[config.mk]
export PLATFORM = sky130hd
export DESIGN_NAME = keyword_lexer_tokenizer_top
export DESIGN_NICKNAME = d
export VERILOG_FILES = /design/src/design/klt_pkg.sv /design/src/design/keyword_lexer_tokenizer_top.sv /design/src/design/klt_front.sv /design/src/design/klt_queue.sv /design/src/design/klt_back.sv
export SDC_FILE = /design/constraint.sdc
export NUM_CORES = 1
export LEC_CHECK = 0
export ABC_AREA = 1
export BUFFER_PORTS_ARGS = -buffer_cell sky130_fd_sc_hd__buf_2
export CAP_MARGIN = 20
export CORE_MARGIN = 3
export CORE_UTILIZATION = 60
export CTS_CLUSTER_DIAMETER = 30
export DETAILED_ROUTE_END_ITERATION = 8
export GPL_TIMING_DRIVEN = 1
export PLACE_DENSITY = 0.87
export SLEW_MARGIN = 20
export SYNTH_ARGS = -nofsm -noshare
export SYNTH_HDL_FRONTEND = slang
export SYNTH_SLANG_ARGS = --single-unit
[constraint.sdc]
create_clock -name clk -period 11.4 [get_ports clk]
set_clock_uncertainty 0.1 [all_clocks]
set_input_delay 1.71 -clock clk [delete_from_list [all_inputs] [get_ports clk]]
set_output_delay 1.71 -clock clk [all_outputs]
set_load 0.01 [all_outputs]
[src/design/klt_pkg.sv]
package klt_pkg;

	localparam int OFFSET_BITS_DEF = 16;
	localparam int QUEUE_DEPTH_DEF = 4;
	localparam int NKW             = 9;

	localparam logic [4:0] K_INT     = 5'd0;
	localparam logic [4:0] K_FLOAT   = 5'd1;
	localparam logic [4:0] K_IDENT   = 5'd2;
	localparam logic [4:0] K_STRING  = 5'd3;
	localparam logic [4:0] K_KW_BASE = 5'd4;
	localparam logic [4:0] K_NEWLINE = 5'd13;
	localparam logic [4:0] K_EQEQ    = 5'd14;
	localparam logic [4:0] K_EQ      = 5'd15;
	localparam logic [4:0] K_GE      = 5'd16;
	localparam logic [4:0] K_GT      = 5'd17;
	localparam logic [4:0] K_LE      = 5'd18;
	localparam logic [4:0] K_LT      = 5'd19;
	localparam logic [4:0] K_NE      = 5'd20;
	localparam logic [4:0] K_COLON   = 5'd21;
	localparam logic [4:0] K_PLUS    = 5'd22;
	localparam logic [4:0] K_MINUS   = 5'd23;
	localparam logic [4:0] K_STAR    = 5'd24;
	localparam logic [4:0] K_SLASH   = 5'd25;
	localparam logic [4:0] K_PERCENT = 5'd26;
	localparam logic [4:0] K_LPAREN  = 5'd27;
	localparam logic [4:0] K_RPAREN  = 5'd28;
	localparam logic [4:0] K_EOF     = 5'd29;
	localparam logic [4:0] K_BANG    = 5'd30;
	localparam logic [4:0] K_UNEXP   = 5'd31;

	// Keyword text, right-justified: the first character sits highest.
	localparam logic [71:0] KW_TEXT [NKW] = '{
		72'("bruh"), 72'("sus"), 72'("bet"), 72'("drip"), 72'("loop"),
		72'("no_cap"), 72'("cap"), 72'("move_it"), 72'({"calm", "_down"})
	};
	localparam logic [3:0] KW_LEN [NKW] = '{
		4'd4, 4'd3, 4'd3, 4'd4, 4'd4, 4'd6, 4'd3, 4'd7, 4'd9
	};

	typedef struct packed {
		logic [7:0] text_byte;
		logic       end_of_text;
	} in_t;

	typedef struct packed {
		logic [4:0]  token_kind;
		logic [15:0] token_start;
		logic [15:0] token_length;
		logic        last_of_run;
	} out_t;

	typedef struct packed {
		logic [4:0]  kind;
		logic [15:0] start;
		logic [15:0] length;
	} tok_t;

	// Up to two tokens produced by one input byte.
	typedef struct packed {
		logic [1:0]     count;
		tok_t [1:0]     toks;
	} bundle_t;

	typedef struct packed {
		logic valid;
		logic pop;
	} head_ctl_t;

	function automatic logic [8:0] kw_step(input logic [8:0] cand, input logic [3:0] i,
		input logic [7:0] c);
		logic [8:0] r;
		logic [3:0] sh;
		r = cand;
		for (int k = 0; k < NKW; k++) begin
			if (i >= KW_LEN[k]) begin
				r[k] = 1'b0;
			end else begin
				sh = KW_LEN[k] - 4'd1 - i;
				if (KW_TEXT[k][{sh, 3'b000} +: 8] != c) r[k] = 1'b0;
			end
		end
		return r;
	endfunction

	function automatic logic [4:0] kw_kind(input logic [8:0] cand, input logic [3:0] cnt);
		logic [4:0] r;
		r = K_IDENT;
		for (int k = NKW - 1; k >= 0; k--) begin
			if (cand[k] && KW_LEN[k] == cnt) r = K_KW_BASE + 5'(k);
		end
		return r;
	endfunction

endpackage

[src/design/keyword_lexer_tokenizer_top.sv]
// Streaming tokenizer: one source byte is taken per cycle whenever the four-entry queue
// (each entry holds the tokens of one byte) has room, and each token leaves on its own
// output transaction, so a byte that releases two tokens makes two output transactions
// while the scanner keeps taking bytes. A token is queued with the byte that ends it; the
// scan-state update per byte is the only loop, and the output port's one token per cycle,
// while tok_ready is high, sets the sustained rate once tokens outnumber bytes. Offsets
// saturate at 2^OFFSET_BITS-1, and end of text (flag or NUL byte) restarts them at zero.
module keyword_lexer_tokenizer_top #(
	parameter int OFFSET_BITS = klt_pkg::OFFSET_BITS_DEF,
	parameter int QUEUE_DEPTH = klt_pkg::QUEUE_DEPTH_DEF
) (
	input  logic          clk,
	input  logic          arst_n,
	input  logic          src_valid,
	output logic          src_ready,
	input  klt_pkg::in_t  src,
	output logic          tok_valid,
	input  logic          tok_ready,
	output klt_pkg::out_t tok
);
	import klt_pkg::*;

	logic      push, full, head_valid;
	bundle_t   bundle, head;
	head_ctl_t ctl;

	assign src_ready = !full;

	klt_front #(.OFFSET_BITS(OFFSET_BITS)) u_front (
		.clk       (clk),
		.arst_n    (arst_n),
		.src_valid (src_valid),
		.src_ready (src_ready),
		.src       (src),
		.push      (push),
		.bundle    (bundle)
	);

	klt_queue #(.DEPTH(QUEUE_DEPTH)) u_queue (
		.clk        (clk),
		.arst_n     (arst_n),
		.push       (push),
		.din        (bundle),
		.full       (full),
		.head       (head),
		.ctl_in     (ctl),
		.head_valid (head_valid)
	);

	klt_back u_back (
		.clk        (clk),
		.arst_n     (arst_n),
		.head_valid (head_valid),
		.head       (head),
		.ctl_out    (ctl),
		.tok_valid  (tok_valid),
		.tok_ready  (tok_ready),
		.tok        (tok)
	);

endmodule

[src/design/klt_front.sv]
module klt_front #(
	parameter int OFFSET_BITS = klt_pkg::OFFSET_BITS_DEF
) (
	input  logic             clk,
	input  logic             arst_n,
	input  logic             src_valid,
	input  logic             src_ready,
	input  klt_pkg::in_t     src,
	output logic             push,
	output klt_pkg::bundle_t bundle
);
	import klt_pkg::*;

	localparam logic [OFFSET_BITS-1:0] POS_MAX = {OFFSET_BITS{1'b1}};

	typedef enum logic [9:0] {
		MODE_IDLE  = 10'b0000000001,
		MODE_INT   = 10'b0000000010,
		MODE_FLOAT = 10'b0000000100,
		MODE_IDENT = 10'b0000001000,
		MODE_STR   = 10'b0000010000,
		MODE_EQ    = 10'b0000100000,
		MODE_GT    = 10'b0001000000,
		MODE_LT    = 10'b0010000000,
		MODE_BANG  = 10'b0100000000,
		MODE_ERR   = 10'b1000000000
	} mode_t;

	mode_t                  mode_q, mode_d;
	logic [OFFSET_BITS-1:0] pos_q, pos_d;
	logic [OFFSET_BITS-1:0] beg_q, beg_d;
	logic [8:0]             cand_q, cand_d;
	logic [3:0]             cnt_q, cnt_d;

	logic [7:0] c;
	logic       endt, go_idle, finish, acc;
	logic       is_dig, is_alp, is_spc;
	logic [1:0] n;
	tok_t       tk [2];
	logic [15:0] span16, p16, beg16;

	function automatic logic [15:0] to16(input logic [OFFSET_BITS-1:0] v);
		logic [31:0] w;
		w = 32'(v);
		return w[15:0];
	endfunction

	function automatic tok_t mk(input logic [4:0] kind, input logic [15:0] start,
		input logic [15:0] len);
		tok_t t;
		t.kind   = kind;
		t.start  = start;
		t.length = len;
		return t;
	endfunction

	assign acc = src_valid && src_ready;
	assign c    = src.text_byte;
	assign endt = src.end_of_text || (c == 8'd0);
	assign is_dig = (c >= "0") && (c <= "9");
	assign is_alp = ((c >= "a") && (c <= "z")) || ((c >= "A") && (c <= "Z"));
	assign is_spc = (c == " ") || ((c >= 8'd9) && (c <= 8'd13));
	assign p16    = to16(pos_q);
	assign beg16  = to16(beg_q);
	assign span16 = (pos_q >= beg_q) ? to16(pos_q - beg_q) : 16'd0;

	always_comb begin
		mode_d  = mode_q;
		beg_d   = beg_q;
		cand_d  = cand_q;
		cnt_d   = cnt_q;
		n       = 2'd0;
		tk[0]   = '0;
		tk[1]   = '0;
		go_idle = 1'b0;
		finish  = 1'b0;

		case (mode_q)
			MODE_INT, MODE_FLOAT: begin
				if (!endt && is_dig) begin
					mode_d = mode_q;
				end else if (!endt && c == "." && mode_q == MODE_INT) begin
					mode_d = MODE_FLOAT;
				end else begin
					tk[n[0]] = mk((mode_q == MODE_INT) ? K_INT : K_FLOAT, beg16, span16);
					n = n + 2'd1;
					go_idle = 1'b1;
				end
			end
			MODE_IDENT: begin
				if (!endt && (is_alp || is_dig || c == "_")) begin
					cand_d = kw_step(cand_q, cnt_q, c);
					cnt_d  = (cnt_q == 4'd15) ? cnt_q : cnt_q + 4'd1;
				end else begin
					tk[n[0]] = mk(kw_kind(cand_q, cnt_q), beg16, span16);
					n = n + 2'd1;
					go_idle = 1'b1;
				end
			end
			MODE_STR: begin
				if (endt) begin
					tk[n[0]] = mk(K_STRING, beg16, span16);
					n = n + 2'd1;
					finish = 1'b1;
				end else if (c == "\"") begin
					tk[n[0]] = mk(K_STRING, beg16, span16);
					n = n + 2'd1;
					mode_d = MODE_IDLE;
				end
			end
			MODE_EQ, MODE_GT, MODE_LT, MODE_BANG: begin
				if (!endt && c == "=") begin
					tk[n[0]] = mk((mode_q == MODE_EQ) ? K_EQEQ : (mode_q == MODE_GT) ? K_GE :
						(mode_q == MODE_LT) ? K_LE : K_NE, beg16, 16'd2);
					n = n + 2'd1;
					mode_d = MODE_IDLE;
				end else if (mode_q == MODE_BANG) begin
					tk[n[0]] = mk(K_BANG, beg16, 16'd1);
					n = n + 2'd1;
					mode_d = MODE_ERR;
					finish = endt;
				end else begin
					tk[n[0]] = mk((mode_q == MODE_EQ) ? K_EQ : (mode_q == MODE_GT) ? K_GT : K_LT,
						beg16, 16'd1);
					n = n + 2'd1;
					go_idle = 1'b1;
				end
			end
			MODE_ERR: begin
				finish = endt;
			end
			default: begin
				go_idle = 1'b1;
			end
		endcase

		if (go_idle) begin
			mode_d = MODE_IDLE;
			if (endt) begin
				finish = 1'b1;
			end else begin
				beg_d = pos_q;
				if (is_spc) begin
					if (c == 8'h0A) begin
						tk[n[0]] = mk(K_NEWLINE, p16, 16'd1);
						n = n + 2'd1;
					end
				end else if (is_dig) begin
					mode_d = MODE_INT;
				end else if (is_alp) begin
					mode_d = MODE_IDENT;
					cand_d = kw_step(9'h1FF, 4'd0, c);
					cnt_d  = 4'd1;
				end else begin
					case (c)
						"\"": begin
							mode_d = MODE_STR;
							beg_d  = (pos_q < POS_MAX) ? pos_q + 1'b1 : pos_q;
						end
						"=": mode_d = MODE_EQ;
						">": mode_d = MODE_GT;
						"<": mode_d = MODE_LT;
						"!": mode_d = MODE_BANG;
						":": begin tk[n[0]] = mk(K_COLON, p16, 16'd1);   n = n + 2'd1; end
						"+": begin tk[n[0]] = mk(K_PLUS, p16, 16'd1);    n = n + 2'd1; end
						"-": begin tk[n[0]] = mk(K_MINUS, p16, 16'd1);   n = n + 2'd1; end
						"*": begin tk[n[0]] = mk(K_STAR, p16, 16'd1);    n = n + 2'd1; end
						"/": begin tk[n[0]] = mk(K_SLASH, p16, 16'd1);   n = n + 2'd1; end
						"%": begin tk[n[0]] = mk(K_PERCENT, p16, 16'd1); n = n + 2'd1; end
						"(": begin tk[n[0]] = mk(K_LPAREN, p16, 16'd1);  n = n + 2'd1; end
						")": begin tk[n[0]] = mk(K_RPAREN, p16, 16'd1);  n = n + 2'd1; end
						default: begin tk[n[0]] = mk(K_UNEXP, p16, 16'd1); n = n + 2'd1; end
					endcase
				end
			end
		end

		// The end-of-text token always comes last, and the whole scan state starts afresh.
		if (finish) begin
			tk[n[0]] = mk(K_EOF, p16, 16'd0);
			n = n + 2'd1;
			mode_d = MODE_IDLE;
			beg_d  = '0;
			cand_d = 9'h1FF;
			cnt_d  = 4'd0;
		end

		if (finish) begin
			pos_d = '0;
		end else if (!endt && pos_q < POS_MAX) begin
			pos_d = pos_q + 1'b1;
		end else begin
			pos_d = pos_q;
		end
	end

	assign push          = acc && (n != 2'd0);
	assign bundle.count  = n;
	assign bundle.toks   = {tk[1], tk[0]};

	always_ff @(posedge clk or negedge arst_n) begin
		if (!arst_n) begin
			mode_q <= MODE_IDLE;
			pos_q  <= '0;
			beg_q  <= '0;
			cand_q <= 9'h1FF;
			cnt_q  <= 4'd0;
		end else if (acc) begin
			mode_q <= mode_d;
			pos_q  <= pos_d;
			beg_q  <= beg_d;
			cand_q <= cand_d;
			cnt_q  <= cnt_d;
		end
	end

endmodule

[src/design/klt_queue.sv]
module klt_queue #(
	parameter int DEPTH = klt_pkg::QUEUE_DEPTH_DEF
) (
	input  logic                clk,
	input  logic                arst_n,
	input  logic                push,
	input  klt_pkg::bundle_t    din,
	output logic                full,
	output klt_pkg::bundle_t    head,
	input  klt_pkg::head_ctl_t  ctl_in,
	output logic                head_valid
);
	import klt_pkg::*;

	localparam int PW = (DEPTH > 1) ? $clog2(DEPTH) : 1;
	localparam int CW = $clog2(DEPTH + 1);
	localparam logic [PW-1:0] LAST_PTR = PW'(DEPTH - 1);
	localparam logic [CW-1:0] FULL_CNT = CW'(DEPTH);

	bundle_t       mem_q [DEPTH];
	logic [PW-1:0] wr_q, rd_q;
	logic [CW-1:0] cnt_q;
	logic          pop;

	assign full       = (cnt_q == FULL_CNT);
	assign head_valid = (cnt_q != '0);
	assign head       = mem_q[rd_q];
	assign pop        = ctl_in.pop && ctl_in.valid;

	always_ff @(posedge clk) begin
		if (push) mem_q[wr_q] <= din;
	end

	always_ff @(posedge clk or negedge arst_n) begin
		if (!arst_n) begin
			wr_q  <= '0;
			rd_q  <= '0;
			cnt_q <= '0;
		end else begin
			if (push) wr_q <= (wr_q == LAST_PTR) ? '0 : wr_q + 1'b1;
			if (pop)  rd_q <= (rd_q == LAST_PTR) ? '0 : rd_q + 1'b1;
			if (push && !pop)      cnt_q <= cnt_q + 1'b1;
			else if (pop && !push) cnt_q <= cnt_q - 1'b1;
		end
	end

endmodule

[src/design/klt_back.sv]
module klt_back (
	input  logic               clk,
	input  logic               arst_n,
	input  logic               head_valid,
	input  klt_pkg::bundle_t   head,
	output klt_pkg::head_ctl_t ctl_out,
	output logic               tok_valid,
	input  logic               tok_ready,
	output klt_pkg::out_t      tok
);
	import klt_pkg::*;

	logic idx_q;
	logic last, acc;
	tok_t cur;

	assign cur  = head.toks[idx_q];
	assign last = idx_q || (head.count == 2'd1);
	assign acc  = tok_valid && tok_ready;

	assign tok_valid        = head_valid;
	assign tok.token_kind   = cur.kind;
	assign tok.token_start  = cur.start;
	assign tok.token_length = cur.length;
	assign tok.last_of_run  = last;

	// The queue entry is released only once its final token has gone.
	assign ctl_out.valid = head_valid;
	assign ctl_out.pop   = acc && last;

	always_ff @(posedge clk or negedge arst_n) begin
		if (!arst_n) begin
			idx_q <= 1'b0;
		end else if (acc) begin
			idx_q <= !last;
		end
	end

endmodule
==> flow_summary.ini, run 1 <==
[detailed_routing]
avgRoutedWirePerCell_um = 19.0
drc = 0
drt-initial-drc-count = 1794
drtAntennaViolNets = 0
via_per_inst = 6.09
drt-total-wl_um = 42700
num_vias = 13700
drt-pass1-iter-count = 6

[finish]
final_nets = 1922
drive_gt1_frac = 0.123
n_antenna_cell = 0
syn2layout_area_growth_pct = 13.8
design_area_mm2 = 0.0188

[clock_tree]
ctsResizeCount = 0
clock-sinks = 307
clk_pin_slew_ns = 0.04
cts_buffers = 54
cts_buffer_depth = 3
post_cts_buffers = 0
cts_root_buf = clkbuf_16
cts_tree = done
cts_hold_buf = 0
h-tree-depth = 2
insertion_delay_ns = 0.58

[power_and_ir_drop]
vdd_drop_max_mv = 0.147
power.density_mw_per_mm2 = 246
totalPowerFinal_uw = 4630
p_leak_uw = 0.00743

[yosys]
syn_avg_cell_area_um2 = 9.09
synth_ff_type = edfxtp_1
synth.top_cell.area_share = 0.444
syn_inst = 1816
ys_async_sr_fraction = 0.205
syn_area_mm2 = 0.0165
synth_edf_count = 244
yosys_warnings = 0
synth_area_leaders = edfxtp_1 44%, nor2_1 8.1%, dfrtp_1 8.0%, o21ai_0 6.2%, nand2_1 5.3%
ys_seq_area_frac = 0.540
synth-seq-cells = 307
yosys.area.top_type = edfxtp_1
synth_fp_nets = 1878
synth.distinct_cells = 56

[placed_design]
hpwl_um = 26900
dpl-instance-area_mm2 = 0.0170
port_buffers = 52
place_worst_setup_slack_ns = 5.05
gp_congestion = 0.975

[hold_path]
hp-class = register to register

[timing]
finalCritPeriodShare = 0.517
min_period_ns = 5.89
rsz0062_at_grt = no
setup_ws_ns = 5.51
setup_viol = 0
whs_ns = 0.407
fmax_ghz = 0.170
slew_headroom = 0.304
worstMarginPinSlew_ns = 1.04
fin_tns_setup_ns = 0
hold_viol = 0
slew_violations = 0

[floorplanning]
fp.dieH_um = 172
dieArea_mm2 = 0.0295
rows = 60
core_mm2 = 0.0270
die_x_um = 172
io_pins = 53
start_util = 0.611

[grt]
grt_max_degree = 122
grt_use_total = 0.286
grt_antenna_before_repair = 0
grt_pass1_vias = 12900
grt_pass1_wl_um = 67300
grt_overflow = 0

[worst_setup_path]
start_kind = input port
timing_worst_setup_path_type = input port to register
critPathArrivalTime_ns = 6.20
cp_max_fo = 25
max_stage_delay_ns = 0.48
crit_buf_inv = 4
endpoint_kind = register
worst_path_most_repeated_cell = nand2_1
crit_chain = buf_2 > nor2_1 > nand2_1 > nor2_2 > nor2_4 > inv_2 > o21ai_2 > nand4_2 > ha_1 > nand2_1 > nand2_1 > nand3_1 > nand2_1 > nand2_1 > nand3_1 > nand2_2 > inv_1 > ha_1 > inv_1 > fa_1 > a21oi_1 > o21ai_0 > xor2_1
slowest_stage = nor2_4
cp_data_required_time_ns = 11.71
path_delay_family = simple AND/OR/NAND/NOR gates

[status]
outcome = finished clean

[run]
maxCapViolCount = 0
## final timing paths
| check | cells past startpoint | slack [ns] | start | to |
|---|---|---|---|---|
| setup reg to reg | 22 | 6.95 | u_front.mode_q[0] | u_queue.cnt_q[2] |
| hold / removal | 2 | 0.41 | u_front.cand_q[8] | u_front.cand_q[8] |
| min in group asynchronous | 2 | 1.24 | arst_n | u_front.mode_q[6] |
| setup / recovery | 23 | 5.51 | src[5] | u_queue.cnt_q[2] |
| hold reg to reg | 2 | 0.41 | u_front.cand_q[8] | u_front.cand_q[8] |
| max in group asynchronous | 2 | 9.33 | arst_n | u_queue.rd_q[0] |
## through the flow
| stage | cells | utilization |
|---|---|---|
| 4_1_cts | 2247 | 0.695 |
| 6_report | 2247 | 0.695 |
| 2_1_floorplan | 1816 | - |
| 5_1_grt | 2247 | 0.695 |
| 3_3_place_gp | 2145 | 0.628 |
| 3_5_place_dp | 2145 | 0.628 |
## per-layer routing
layer / vias to the layer above / global-route usage / part of all wire
met2: 683 / 0.471 / 0.48
met1: 6486 / 0.387 / 0.41
met4: 0 / 0.103 / 0.034
li1: 6380 / - / -
met5: - / 0 / 0
met3: 124 / 0.0489 / 0.079
## cells by family (layout without fill, tap and decap cells)
logic type / count (synthesis) / count (layout) / synth area share
buffers and inverters: 240 / 330 / 0.0577
AOI/OAI and AO/OA: 405 / 405 / 0.139
xor gates and xnor gates: 48 / 48 / 0.0255
adders and majority gates: 49 / 49 / 0.0381
muxes: 1 / 1 / 0.000682
DFF: 307 / 307 / 0.540
and+or+nand+nor: 766 / 766 / 0.199
## final cells by class
| type | instances | area [um2] |
|---|---|---|
| Clock inverter | 40 | 420 |
| Fill cell | 1949 | 8240 |
| Timing Repair Buffer | 62 | 339 |
| Clock buffer | 62 | 1390 |
| Inverter | 166 | 623 |
| Tap cell | 341 | 427 |
| Sequential cell | 307 | 8920 |
| Multi-Input combinational cell | 1269 | 6670 |
## sequential cells by signal, summed over array words and instances, names as in the netlist
register and count:
u_back.idx_q 1, u_front.cand_q 9, u_queue.cnt_q 3, u_queue.rd_q 2, u_front.beg16 16, u_front.p16 16
u_queue.mem_q 244, u_front.mode_q 10, u_front.cnt_q 4, u_queue.wr_q 2
## worst min-delay path, delay by kind of cell (launching register included)
kind             cells  cell delay, ns
flip-flops           1            0.36
AND/OR/NAND/NOR      2            0.14
## layout by cell type (no fill, tap or decap), types with 47 or more instances in the layout
cell / Yosys / final
nor2_1: 355 / 351
edfxtp_1: 244 / 244
nand2_1: 231 / 231
o21ai_0: 206 / 206
inv_1: 148 / 147
nand3_1: 93 / 93
a21oi_1: 63 / 63
o22ai_1: 56 / 56
clkbuf_16: 0 / 54
buf_2: 11 / 52
dfrtp_1: 53 / 51
ha_1: 47 / 47
## cell usage after synthesis (4+ instances only)
cell and instances:
nand2_2 11, xnor2_1 4, ha_1 47, inv_1 148, a21boi_0 5, a31oi_1 27, nor3_1 22, nand4_1 16
dfstp_2 10, nor2_1 355, buf_2 11, clkinv_1 6, edfxtp_1 244, nor4_1 7, buf_4 4, xor2_1 44
nand3_2 4, clkbuf_1 48, o211ai_1 15, nor2_4 8, nand3_1 93, a21oi_1 63, o22ai_1 56, buf_1 8
nor3b_1 4, o21ai_2 10, nor2_2 5, nand2_1 231, inv_2 12, dfrtp_1 53, o21ai_0 206
## report_power, final
group          leakage (uW)  switching [uW]  total [uW]  internal, uW
logic               0.00345            1080        1550           465
registers           0.00311            91.6        1530          1440
clock network      0.000873             587        1550           966
(Power assumes the default switching activity.)
==> inputs of run 2 (changes only) <==
ABC_AREA = 0   (was 1)
CORE_UTILIZATION = 57   (was 60)
clock period = 5.3 ns   (was 11.4 ns; I/O delays follow)
==> run 2 against run 1 <==
Compared with the run above:
- critical path depth is 7 lower
- clock power is 86% higher
- synthesized cell count is 26% lower
- setup slack worse by 4.6 ns
- routed wire length is 0.68% lower
- cell count is 20% lower
- die area is 5.0% higher
- count of clock-buffer cells in the layout is 8 lower
- sequential share of layout area is 0.48 points higher
- critical endpoint is now u_queue.cnt_q[1]
==> flow_summary.ini, run 2 <==
[status]
outcome = finished clean

[floorplanning]
core_mm2 = 0.0282
start_util = 0.585
dieArea_mm2 = 0.0310
die_x_um = 176
fp.dieH_um = 176
io_pins = 53
rows = 61

[timing]
slew_violations = 0
rsz0062_at_grt = no
slew_headroom = 0.279
worstMarginPinSlew_ns = 1.08
fin_tns_setup_ns = 0
min_period_ns = 4.35
fmax_ghz = 0.230
setup_viol = 0
finalCritPeriodShare = 0.821
hold_viol = 0

[worst_setup_path]
crit_chain = nor2_1 > nand4_1 > or3_1 > o211a_1 > nand2b_1 > nor2_1 > inv_2 > ha_1 > nor3_1 > a21oi_1 > a41o_1 > a31o_2 > ha_1 > inv_1 > fa_1 > mux2_2
crit_buf_inv = 2
path_delay_family = simple AND/OR/NAND/NOR gates
critPathArrivalTime_ns = 4.66
endpoint_kind = register
slowest_stage = dfrtp_1
start_kind = register
cp_max_fo = 9
timing_worst_setup_path_type = register to register
cp_data_required_time_ns = 5.61
max_stage_delay_ns = 0.47

[grt]
grt_max_degree = 64
grt_use_total = 0.276
grt_overflow = 0
grtUsageMet1 = 0.370
grt_busiest_layer = met2
gr-usage-met2 = 0.461
grt_antenna_before_repair = 0
grt_pass1_wl_um = 67600
grt_pass1_vias = 11900
met3_usage = 0.0484

[finish]
final_cell_mix = 244 x edfxtp_1, 106 x nand2_1, 79 x o21ai_0
final_nets = 1449
n_antenna_cell = 0
design_area_mm2 = 0.0186
syn2layout_area_growth_pct = 12.8
final_cells = 1801
largest_register = u_queue.mem_q
final_common_cell = edfxtp_1
drive_gt1_frac = 0.200
largest_register_ff_count = 244

[yosys]
synth.top_cell.area_share = 0.444
yosys_warnings = 0
syn_inst = 1351
synth_fp_nets = 1413
synth_ff_type = edfxtp_1
synth_common_cells = 244 x edfxtp_1, 106 x nand2_1, 79 x o21ai_0
synth.distinct_cells = 89
synth_edf_count = 244
yosys.area.top_type = edfxtp_1
synth-seq-cells = 307
synth.most_common_cell = edfxtp_1
ys_seq_area_frac = 0.541
synth_area_leaders = edfxtp_1 44%, mux4_2 8.1%, dfrtp_1 8.0%, ha_1 3.6%, nand2_1 2.4%
syn_area_mm2 = 0.0165
syn_avg_cell_area_um2 = 12.2
ys_async_sr_fraction = 0.205

[power_and_ir_drop]
p_leak_uw = 0.00670
power.density_mw_per_mm2 = 500
vdd_drop_max_mv = 0.261
totalPowerFinal_uw = 9300

[placed_design]
gp_congestion = 0.978
hpwl_um = 27200
dpl-instance-area_mm2 = 0.0171
port_buffers = 52
dp_cells = 1719

[clock_tree]
cts_buffers = 44
cts_root_buf = clkbuf_16
clock-sinks = 307
cts_hold_buf = 0
h-tree-depth = 2
post_cts_buffers = 0
cts_tree = done
clk_pin_slew_ns = 0.06
insertion_delay_ns = 0.55
ctsResizeCount = 0
cts_buffer_depth = 3

[detailed_routing]
drt-pass1-iter-count = 6
avgRoutedWirePerCell_um = 23.6
drc = 0
via_per_inst = 6.71
drtAntennaViolNets = 0
drt-initial-drc-count = 1823
drt-total-wl_um = 42400
num_vias = 12100

[run]
maxCapViolCount = 0

[hold_path]
hp-class = input port to asynchronous set/reset pin
==> run 2: cell count changes after synthesis, sizes merged, moves of 25 or more <==
cell,before,now
nand3,97,37
and2,0,28
xnor2,4,29
nor2b,0,32
mux2,1,35
nand2,243,106
nor2,368,76
inv,160,42
mux4,0,59
o22ai,57,4
o21ai,217,83
==> run 2: layout make-up <==
class / count / area (um2)
Fill cell: 1875 / 9560
Sequential cell: 307 / 8920
Multi-Input combinational cell: 911 / 7060
Clock buffer: 54 / 1170
Timing Repair Buffer: 80 / 508
Tap cell: 378 / 473
Clock inverter: 28 / 309
Inverter: 43 / 161
==> run 2: cells by family (layout without fill, tap and decap cells) <==
logic type               after synthesis  in the layout  synth area share
AO/OA/AOI/OAI                        278            278             0.110
XOR/XNOR                              56             56            0.0297
adder cells (fa/ha/maj)               49             49            0.0381
buffers and inverters                133            205            0.0320
flip-flops                           307            307             0.541
multiplexers                         103            103             0.112
AND/OR/NAND/NOR                      425            425             0.137
==> run 2: path summary, 6_finish.rpt <==
path	from	endpoint	slack, ns	depth (start not counted)
setup / recovery	u_front.mode_q[4]	u_queue.cnt_q[1]	0.95	16
hold / removal	arst_n	u_front.beg16[5]	0.38	2
hold reg to reg	u_queue.cnt_q[2]	u_queue.cnt_q[2]	0.39	1
setup reg to reg	u_front.mode_q[4]	u_queue.cnt_q[1]	0.95	16
max in group asynchronous	arst_n	u_queue.rd_q[0]	4.11	2
min in group clk	u_queue.cnt_q[2]	u_queue.cnt_q[2]	0.39	1
==> run 2: layer usage <==
layer / vias up / routed length [um]
li1: 5223 / -
met1: 5922 / 16000
met2: 781 / 20900
met3: 151 / 3920
met4: 0 / 1590
met5: - / 0
==> run 2: metrics by stage <==
step	setup WS [ns]	utilization	hold slack (ns)
CTS	0.996	0.660	0.380
global placement	0.591	0.608	0.377
detailed placement	0.525	0.608	0.381
global route	0.647	0.660	0.397
finish	0.950	0.660	0.377
floorplan	0.623	-	0.355
==> run 2: power breakdown <==
part           total [uW]  internal (uW)  switching (uW)
clock                2890           1790            1090
combinational        2840           1290            1550
sequential           3570           3200             368
==> inputs of run 3 (changes only) <==
ABC_AREA = 1   (was 0)
clock period = 3.5 ns   (was 5.3 ns; I/O delays follow)
==> run 3 against run 2 <==
Compared with the run above:
- first-iteration DRC count increased by 13%
- non-clock buffer count is 97 higher
- combinational power is 100% higher
- routed wire length increased by 15%
- cell area is 7.6% higher
- total power grew 73%
- critical endpoint is now u_front.p16[5]
- cell count increased by 33%
==> flow_summary.ini, run 3 (synthesis gave the netlist of run 1 again) <==
[status]
outcome = finished clean

[worst_setup_path]
max_stage_delay_ns = 0.80
cp_data_required_time_ns = 3.84
cp_max_fo = 11
slowest_stage = a21oi_1
timing_worst_setup_path_type = register to register
critPathArrivalTime_ns = 3.73
start_kind = register
worstRegToRegCells = 13
crit_chain = ha_1 > nand2_1 > nor2_1 > nand3_1 > nor2_1 > inv_1 > nor2_1 > inv_1 > nor2_1 > a21oi_1 > nand3_1 > o21ai_0 > nor3b_1
worst_path_most_repeated_cell = nor2_1
endpoint_kind = register
r2r_slack_ns = 0.10

[finish]
largest_register_ff_count = 244
drive_gt1_frac = 0.184
syn2layout_area_growth_pct = 21.2
n_antenna_cell = 0
final_common_cell = nor2_1
nFillCells = 1928
final_cell_mix = 348 x nor2_1, 244 x edfxtp_1, 228 x nand2_1
layout.area.seq_mm2 = 0.00892
multi_input_area_mm2 = 0.00677
largest_register = u_queue.mem_q
final_nets = 2037

[floorplanning]
dieArea_mm2 = 0.0310
rows = 61
io_pins = 53
start_util = 0.586
die_x_um = 176
fp.dieH_um = 176
core_mm2 = 0.0282

[detailed_routing]
drtAntennaViolNets = 0
drc = 0
via_per_inst = 6.12
avgRoutedWirePerCell_um = 20.3
drt-pass1-iter-count = 7
num_vias = 14700
drt-total-wl_um = 48700
drt-initial-drc-count = 2062

[power_and_ir_drop]
vdd_drop_max_mv = 0.520
power.density_mw_per_mm2 = 806
power_frac_seq = 0.310
pwr-share-comb = 0.352
intPower_uw = 9950
totalPowerFinal_uw = 16100
power_switching_uw = 6170
p_leak_uw = 0.00809
p_clk_frac = 0.337
netSwitchingFraction = 0.383

[timing]
finalCritPeriodShare = 0.970
slew_violations = 0
fmax_ghz = 0.294
hold_viol = 0
slew_headroom = 0.285
rsz0062_at_grt = yes
setup_viol = 0
min_period_ns = 3.40
whs_ns = 0.147
worstMarginPinSlew_ns = 1.07
setup_ws_ns = 0.104

[grt]
grt_use_total = 0.310
grt_overflow = 0
grt_max_degree = 90
grtUsageMet1 = 0.397
gr-usage-met2 = 0.518
grt_pass1_wl_um = 76700
grt_busiest_layer = met2
grt_pass1_vias = 14600
grt_antenna_before_repair = 0
met3_usage = 0.0581

[placed_design]
place_worst_setup_slack_ns = -0.178
port_buffers = 52
hpwl_um = 31000
gp_congestion = 0.946

[run]
maxCapViolCount = 0

[clock_tree]
cts_buffers = 54
post_cts_buffers = 0
clock-sinks = 307
insertion_delay_ns = 0.59
cts_tree = done
cts_root_buf = clkbuf_16
h-tree-depth = 2
cts_buffer_depth = 3
clk_pin_slew_ns = 0.05

[hold_path]
hold_depth = 3
hp-class = input port to register
-- run 3: cell count changes in the layout (fill, tap and decap cells not counted), sizes merged, moves of 60 or more --
| cell | previous run | this run |
|---|---|---|
| nor2 | 76 | 368 |
| nand2 | 106 | 243 |
| o21ai | 83 | 217 |
| inv | 47 | 178 |
| buf | 80 | 176 |
| nand3 | 37 | 97 |
-- run 3: final cells by class --
type / count / share of cell area
Multi-Input combinational cell: 1269 / 0.338
Timing Repair Buffer: 177 / 0.0644
Tap cell: 378 / 0.0236
Clock buffer: 57 / 0.0691
Inverter: 166 / 0.0315
Clock inverter: 45 / 0.0273
Sequential cell: 307 / 0.446
-- run 3: power groups by stage --
stage | Sequential (uW) | Clock (uW) | Combinational, uW
detailed placement | 5030 | 0 | 5420
global placement | 5000 | 0 | 5220
global route | 5040 | 5630 | 6160
finish | 5010 | 5440 | 5680
CTS | 4980 | 5450 | 5580
floorplan | 4880 | 0 | 3590
-- run 3: worst paths after layout --
path                                    from           endpoint
max in group asynchronous             arst_n    u_front.p16[14]
min reg2reg                u_front.cand_q[8]  u_front.cand_q[8]
min in group asynchronous             arst_n  u_front.mode_q[6]
min                                tok_ready       u_back.idx_q
max reg2reg                   u_front.p16[0]     u_front.p16[5]
max                           u_front.p16[0]     u_front.p16[5]
-- run 3: repair_timing --
item                                   4_1_cts  5_1_grt
pin swaps                                    0        1
endpoints found under the hold margin       21        0
hold buffers                                 1        0
setup endpoints to repair                    1       61
gates resized for setup                      1       13
-- run 3: layer usage --
layer	up-vias	wire, um
met5	-	0
met4	0	2140
met3	225	4520
met2	929	23600
met1	6911	18500
li1	6606	-
-- run 3: metrics by stage --
stage	TNS, ns	std cells	utilization	instance area [um2]
floorplan	-102.68	1816	-	16600
global placement	-0.103	2296	0.641	18000
detailed placement	-0.222	2296	0.641	18000
CTS	0	2399	0.710	20000
global route	-0.576	2399	0.711	20000
finish	0	2399	0.711	20000
-- run 3: critical path, delay by kind of cell, from the launching register on --
family / cells / cell delay [ns]
simple gates: 8 / 1.11
flops: 1 / 0.45
compound gates: 2 / 1.09
buf+inv: 2 / 0.25
fa+ha+maj: 1 / 0.26
